<file path="src/rtl/bbs_pkg.sv">
package bbs_pkg;

   localparam int NUM_SYM       = 5;
   localparam int SYMBOL_W      = 3;
   localparam int MATCH_COUNT_W = 11;

   localparam logic FUNC_LOAD    = 1'b0;
   localparam logic FUNC_PATTERN = 1'b1;

   typedef struct packed {
      logic load;
      logic issue;
      logic finish;
      logic lookup;
      logic respond;
   } bbs_cmd_type;

endpackage

</file>
<file path="src/rtl/bbs_ctrl.sv">
module bbs_ctrl (
   input  logic                 clock,
   input  logic                 reset,
   input  logic                 req_start,
   input  logic                 req_func,
   input  logic                 req_last,
   output logic                 busy,
   output bbs_pkg::bbs_cmd_type cmd
);
   import bbs_pkg::*;

   typedef enum logic [1:0] {
      ST_IDLE,
      ST_FINISH,
      ST_LOOKUP
   } state_type;

   state_type state_ff;
   logic      last_ff;
   logic      accept;

   assign accept = req_start && (state_ff == ST_IDLE);
   assign busy   = (state_ff != ST_IDLE);

   always_comb begin
      cmd         = '0;
      cmd.load    = accept && (req_func == FUNC_LOAD);
      cmd.issue   = accept && (req_func == FUNC_PATTERN);
      cmd.finish  = (state_ff == ST_FINISH);
      cmd.lookup  = (state_ff == ST_LOOKUP);
      cmd.respond = (state_ff == ST_LOOKUP) && last_ff;
   end

   always_ff @(posedge clock) begin
      if (reset) begin
         state_ff <= ST_IDLE;
         last_ff  <= 1'b0;
      end else begin
         case (state_ff)
            ST_IDLE: begin
               if (accept) begin
                  last_ff <= req_last;
                  if (req_func == FUNC_PATTERN) begin
                     state_ff <= ST_LOOKUP;
                  end else if (req_last) begin
                     state_ff <= ST_FINISH;
                  end
               end
            end
            ST_FINISH: begin
               state_ff <= ST_IDLE;
            end
            ST_LOOKUP: begin
               state_ff <= ST_IDLE;
            end
            default: begin
               state_ff <= ST_IDLE;
            end
         endcase
      end
   end

endmodule

</file>
<file path="config.mk">
export PLATFORM = sky130hd
export DESIGN_NAME = bbs_ctrl
export DESIGN_NICKNAME = d
export VERILOG_FILES = /design/src/rtl/bbs_pkg.sv /design/src/rtl/bbs_ctrl.sv
export SDC_FILE = /design/constraint.sdc
export NUM_CORES = 1
export LEC_CHECK = 0
export BUFFER_PORTS_ARGS = -buffer_cell sky130_fd_sc_hd__buf_2
export CORE_AREA = 2 2 39 41
export CTS_BUF_LIST = sky130_fd_sc_hd__clkbuf_2 sky130_fd_sc_hd__clkbuf_4 sky130_fd_sc_hd__clkbuf_8
export CTS_CLUSTER_DIAMETER = 50
export DETAILED_ROUTE_END_ITERATION = 7
export DIE_AREA = 0 0 41 43
export HOLD_SLACK_MARGIN = 0.12
export REMOVE_ABC_BUFFERS = 1
export SETUP_SLACK_MARGIN = 0.4
export SLEW_MARGIN = 20
export SYNTH_ARGS = -nofsm -noshare
export SYNTH_HDL_FRONTEND = slang
export SYNTH_SLANG_ARGS = --single-unit
export TNS_END_PERCENT = 20
</file>
<file path="constraint.sdc">
create_clock -name clock -period 1.7 [get_ports clock]
set_input_delay 0.17 -clock clock [delete_from_list [all_inputs] [get_ports clock]]
set_output_delay 0.17 -clock clock [all_outputs]
set_load 0.01 [all_outputs]
</file>
==> out/results.tsv, run 1 <==
metric	value	unit
die_width	41	um
die-area	1763	um2
synth_edf_count	0	
hold_depth	2	
clk_pin_slew	0.04	ns
rows	14	
grt_util_all_layers	5.611	%
slew_headroom	84.17	%
busiest_layer	met1	
antenna-diode-count	0	
synth.ff_latch_count	3	
io_buffers	10	
rrSetupSlack	0.59	ns
clock-sinks	3	
yosys_warnings	0	
dr_total_vias	156	
yosysMostFrequentCell	dfxtp_1	
power.leakage	0.0001460	uW
antenna_found_initial	0	
cts_tree	done	
fin_tns_setup	0	ns
first_pass_iters	2	
coreArea	1384	um2
grt_pass1_wl	586	um
netlist_instances	16	
period_minus_slack	1.360	ns
synth_top_area_cell	dfxtp_1	
critPathCaptureType	output pin	
cp_max_fo	5	
cp-startpoint	state_ff[1]	
hp-class	input pin to flop	
finalWirelength	350	um
multiInputGateArea	106.4	um2
clk_path_buf_depth	2	
met1_usage	7.029	%
drc	0	
vias_per_cell	3.250	
dp.cells	42	
hold_viol	0	
synth_common_cells	3 x dfxtp_1, 2 x and2_1, 2 x nand2b_1	
areaGrowthSynthToFinish	77.52	%
synth_cell_types	12	
nets	38	
syn-cell-area	161.4	um2
yosys-top-cells-area	dfxtp_1 37%, and2_1 7.8%, nand2b_1 7.8%, nor3b_2 7.8%, or3b_4 7.0%	
slew_viol_final	0	
worst_slew_pin_slew	0.2365	ns
grt_overflow	0	
layout.cells.non_filler	48	
routedWlPerCell	7.292	um
path_cells	or3b_4, nor2_1, buf_2	
postSynthAreaPerCell	10.09	um2
grt_pass1_vias	146	
post-route-period-util	79.99	%
ys_dominant_reg_cell	dfxtp_1	
io_pins	11	
die_y	43	um
fmax	735.4	MHz
ir_worst_vdd	0.3371	mV
rr_endpoint	state_ff[1]	
cp.required	1.53	ns
slowest_delay	0.41	ns
rsz0062_at_grt	yes	
setup_viol	0	
gp_congestion	0.5864	
yosys.area.top_type_share	37.21	%
initial_core_util	11.66	%
ant_nets	0	
use_met2	5.000	%
synth-async-reset-ratio	0	%
n_fill_cell	152	
crit_end	cmd[4]	
synth_seq_area_share	37.21	%
p_per_area	889.8	nW/um2
drive_above_1_share	71.88	%
insertion_delay	0.23	ns
regArea	62.56	um2
rr_startpoint	state_ff[1]	
crit_arrival	1.19	ns
start_kind	flop	
cts_htree_levels	1	
ff2ff_path_depth	3	
crit_slowest_cell	or3b_4	
fin_skew	0.002604	ns
use_met3	6.283	%
cap_viol_max_count	0	
drt_iter0_drc	2	
path_class	flop to output pin	
outcome	finished clean	
grt_max_degree	6	
cts_root_buf	clkbuf_4	
cts_buffers	3	
-- worst min path at each step --
stage / from / endpoint / slack [ns]
floorplan: reset / state_ff[1] / 0.24
global placement: reset / state_ff[1] / 0.37
detailed placement: reset / state_ff[1] / 0.37
CTS: req_func / state_ff[0] / 0.12
global route: req_func / state_ff[0] / 0.13
finish: req_func / state_ff[0] / 0.13
-- sequential cells by signal, summed over array words and instances, names as in the netlist --
signal / flops
state_ff: 2
last_ff: 1
-- layer usage --
| metal | up-vias | routed length (um) |
|---|---|---|
| li1 | 86 | - |
| met1 | 57 | 201 |
| met4 | 0 | 0 |
| met5 | - | 0 |
| met2 | 13 | 89 |
| met3 | 0 | 59 |
-- cell families after synthesis --
group,share of synthesized area [%]
simple gates,56.59
flops,37.21
mux,6.202
-- stage by stage --
step	util [%]	area (um2)	worst slack (ns)	hold slack (ns)	total power, uW
after floorplan	-	161.4	0.6378	0.2395	96.03
after global placement	16.73	231.5	0.5810	0.3651	109.3
after detailed placement	16.73	231.5	0.5768	0.3660	109.8
after CTS	20.07	277.8	0.3223	0.1227	258.5
after global routing	20.71	286.5	0.2856	0.1311	275.8
final	20.71	286.5	0.3402	0.1309	254.9
-- cell usage in the layout, fill, tap and decap left out, drive strengths merged --
cell type / synthesis / routed
and2: 2 / 2
nor2: 1 / 1
nand2b: 2 / 2
dfxtp: 3 / 3
nor3: 1 / 1
nor3b: 2 / 2
or2: 1 / 1
mux2i: 1 / 1
clkbuf: 0 / 4
or3b: 1 / 1
dlygate4sd3: 0 / 1
nor2b: 1 / 1
buf: 0 / 11
and2b: 1 / 1
-- where the power goes --
part	switching, uW	internal (uW)	leakage, uW
logic	15.1	21.6	0.000102
clock network	37.1	104	0.0000184
registers	2.75	74.4	0.0000254
total	55.0	200	0.000146
-- area by class of cell --
| type | instances | share of cell area, % |
|---|---|---|
| clock buffer | 4 | 10.48 |
| timing repair buffer | 12 | 23.58 |
| multi-input combinational | 13 | 37.12 |
| tap | 16 | 6.987 |
| sequential | 3 | 21.83 |
-- critical path, delay by kind of cell (launching register included) --
kind                   cells  cell delay [ns]
AND/OR/NAND/NOR            2             0.50
buffers and inverters      1             0.13
flip-flops                 1             0.33
-- what timing repair did --
| item | 4_1_cts | 5_1_grt |
|---|---|---|
| buffers inserted | 0 | 1 |
| resized for setup | 2 | 1 |
| endpoints found under the setup margin | 2 | 2 |
| pin swaps | 1 | 1 |
| endpoints found under the hold margin | 1 | 0 |
| hold buffers | 1 | 0 |
(Power assumes the default switching activity.)
==> run 2, diff against run 1 <==
--- a/config.mk
+++ b/config.mk
@@ -5,6 +5,7 @@
 export SDC_FILE = /design/constraint.sdc
 export NUM_CORES = 1
 export LEC_CHECK = 0
+export ABC_AREA = 1
 export BUFFER_PORTS_ARGS = -buffer_cell sky130_fd_sc_hd__buf_2
 export CORE_AREA = 2 2 39 41
 export CTS_BUF_LIST = sky130_fd_sc_hd__clkbuf_2 sky130_fd_sc_hd__clkbuf_4 sky130_fd_sc_hd__clkbuf_8
==> constraint.sdc (replaced) <==
create_clock -name clock -period 1.3 [get_ports clock]
set_input_delay 0.13 -clock clock [delete_from_list [all_inputs] [get_ports clock]]
set_output_delay 0.13 -clock clock [all_outputs]
set_load 0.01 [all_outputs]
==> run 2 against run 1 <==
Compared with the run above: global-route usage rose by 0.41 points; sequential share of layout area is 1.6 points lower; flip-flop and latch count stayed put; via count grew 27%; critical path depth unchanged; clock power rose by 31%; utilization rose by 1.6 points; first-iteration DRC count increased to 6.0 times the previous value; clock skew fell by 0.0015 ns; wire length grew 17%; final area increased by 7.9%; final cell count rose by 23%.
==> out/results.tsv, run 2 <==
metric	value	unit	change
synth-async-reset-ratio	0	%	unchanged
antenna_found_initial	0		unchanged
finalWirelength	410	um	was 350 um
cap_viol_max_count	0		unchanged
gp_congestion	0.7053		was 0.5864
clk_path_buf_depth	2		unchanged
fmax	858.5	MHz	
ir_worst_vdd	0.2744	mV	was 0.3371 mV
antenna-diode-count	0		unchanged
seq_power_share	29.1	%	was 30.3%
synth.ff_latch_count	3		unchanged
netlist_instances	23		was 16
routedWlPerCell	6.949	um	was 7.292 um
hold_viol	0		unchanged
synth_top_area_cell	dfxtp_1		unchanged
cts_root_buf	clkbuf_4		unchanged
cts_htree_levels	1		unchanged
period_minus_slack	1.165	ns	
areaGrowthSynthToFinish	111.1	%	was 77.52%
cp_max_fo	3		was 5
synth_edf_count	0		unchanged
crit_arrival	1.03	ns	was 1.19 ns
n_fill_cell	160		was 152
worst_slew_pin_slew	0.1779	ns	was 0.2365 ns
rsz0062_at_grt	yes		unchanged
postPlaceCellArea	216.5	um2	was 231.5 um2
stdcell_area	309.0	um2	was 286.5 um2
initial_core_util	10.58	%	was 11.66%
power_switching_share	23.36	%	was 21.59%
dr_total_vias	198		was 156
final_common_cell	buf_2		unchanged
insertion_delay	0.23	ns	about the same
coreArea	1384	um2	unchanged
fin_skew	0.001100	ns	was 0.002604 ns
ys_dominant_reg_cell	dfxtp_1		unchanged
grt_util_all_layers	6.018	%	was 5.611%
postSynthAreaPerCell	6.365	um2	was 10.09 um2
yosys_warnings	0		unchanged
yosys.area.top_type_share	41.03	%	was 37.21%
clock-sinks	3		unchanged
io_buffers	10		unchanged
outcome	finished clean		unchanged
hp-class	input pin to flop		unchanged
layout_common_cells	10 x buf_2, 6 x inv_1, 6 x nor2_1, 4 x clkbuf_4, 4 x buf_4		was 10 x buf_2, 4 x clkbuf_4
vias_per_cell	3.356		was 3.250
die-area	1763	um2	unchanged
final_util	22.33	%	was 20.71%
p_clk_share	53.5	%	was 55.3%
internal_power	265.2	uW	was 199.9 uW
slew_viol_final	0		unchanged
clk_pin_slew	0.04	ns	about the same
yosys-top-cells-area	dfxtp_1 41%, inv_1 15%, nor2_1 15%, nor3_1 10%, nand2_2 8.5%		was dfxtp_1 37%, and2_1 7.8%, nand2b_1 7.8%, nor3b_2 7.8%, or3b_4 7.0%
drc	0		unchanged
syn-cell-area	146.4	um2	was 161.4 um2
critPathCaptureType	output pin		unchanged
largest_reg_flops	2		unchanged
post-route-period-util	89.60	%	
biggestRegsByFlops	state_ff (2), last_ff (1)		unchanged
ant_nets	0		unchanged
p_sw	80.84	uW	was 55.04 uW
path_class	flop to output pin		unchanged
drt_iter0_drc	12		was 2
grt_overflow	0		unchanged
io_pins	11		unchanged
die_width	41	um	unchanged
drive_above_1_share	53.49	%	was 71.88%
top_register	state_ff		unchanged
grt_pass1_wl	565	um	was 586 um
first_pass_iters	4		was 2
p_per_area	1120	nW/um2	was 889.8 nW/um2
grt_pass1_vias	152		was 146
power.leakage	0.0001777	uW	was 0.0001460 uW
slew_headroom	88.05	%	was 84.17%
cp.required	1.17	ns	was 1.53 ns
start_kind	flop		unchanged
synth_seq_area_share	41.03	%	was 37.21%
cts_tree	done		unchanged
setup_viol	0		unchanged
synth_common_cells	6 x inv_1, 6 x nor2_1, 3 x dfxtp_1, 3 x nor3_1		was 3 x dfxtp_1, 2 x and2_1, 2 x nand2b_1
rows	14		unchanged
nets	49		was 38
grt_max_degree	7		was 6
die_y	43	um	unchanged
fin_tns_setup	0	ns	unchanged
pwr-share-comb	17.4	%	was 14.4%
synth_cell_types	7		was 12
cts_buffers	3		unchanged
run 2: layout make-up:
cell class | instances | area [um2] | area share [%]
Timing Repair Buffer | 16 | 100.1 | 32.39
Multi-Input combinational cell | 14 | 73.82 | 23.89
Sequential cell | 3 | 62.56 | 20.24
Clock buffer | 4 | 30.03 | 9.717
Inverter | 6 | 22.52 | 7.287
Tap cell | 16 | 20.02 | 6.478
run 2: path summary, 6_finish.rpt:
kind | from | end | slack, ns | cells after the start
worst max-delay path | state_ff[0] | cmd[0] | 0.14 | 3
worst min-delay path | req_last | state_ff[0] | 0.14 | 3
worst max register to register | state_ff[1] | last_ff | 0.39 | 5
worst min register to register | last_ff | last_ff | 0.54 | 4
run 2: power groups by stage:
stage | sequential, uW | clock (uW) | combinational [uW]
after floorplan | 101 | 0 | 24.0
after global placement | 101 | 0 | 41.2
after detailed placement | 101 | 0 | 41.6
after CTS | 99.6 | 194 | 50.3
after global routing | 101 | 217 | 67.0
final | 101 | 185 | 60.1
run 2: through the flow:
step	setup WS [ns]	power, uW	cells	hold WS [ns]
2_1_floorplan	0.4709	124.8	23	0.2068
3_3_place_gp	0.4034	142.1	49	0.3210
3_5_place_dp	0.3922	142.9	49	0.3198
4_1_cts	0.1308	343.9	57	0.1322
5_1_grt	0.07081	385.6	59	0.1261
6_report	0.1352	346.0	59	0.1397
run 2: metal layers:
metal / vias up / global-route usage (%) / wire [um]
met1: 81 / 5.449 / 195
met3: 0 / 6.283 / 44
met2: 12 / 5.938 / 170
met4: 0 / 8.000 / 0
met5: - / 0 / 0
li1: 105 / - / -
run 2: kinds of logic (layout without fill, tap and decap cells):
family                 Yosys count  count (layout)  synth area share, %
buffers and inverters            6              26                15.38
flip-flops                       3               3                41.03
AND/OR/NAND/NOR                 14              14                43.59
run 2: what timing repair did:
item / 4_1_cts / 5_1_grt
endpoints found under the setup margin: 6 / 6
setup buffers: 2 / 2
hold endpoints to repair: 2 / 0
pin swaps: 3 / 3
resized for setup: 1 / 3
hold buffers: 2 / 0
run 2: critical path, cell delays in order, from the launching register on:
cell,delay (ns)
dfxtp_2,0.32
buf_4,0.13
nor3_1,0.18
buf_2,0.16
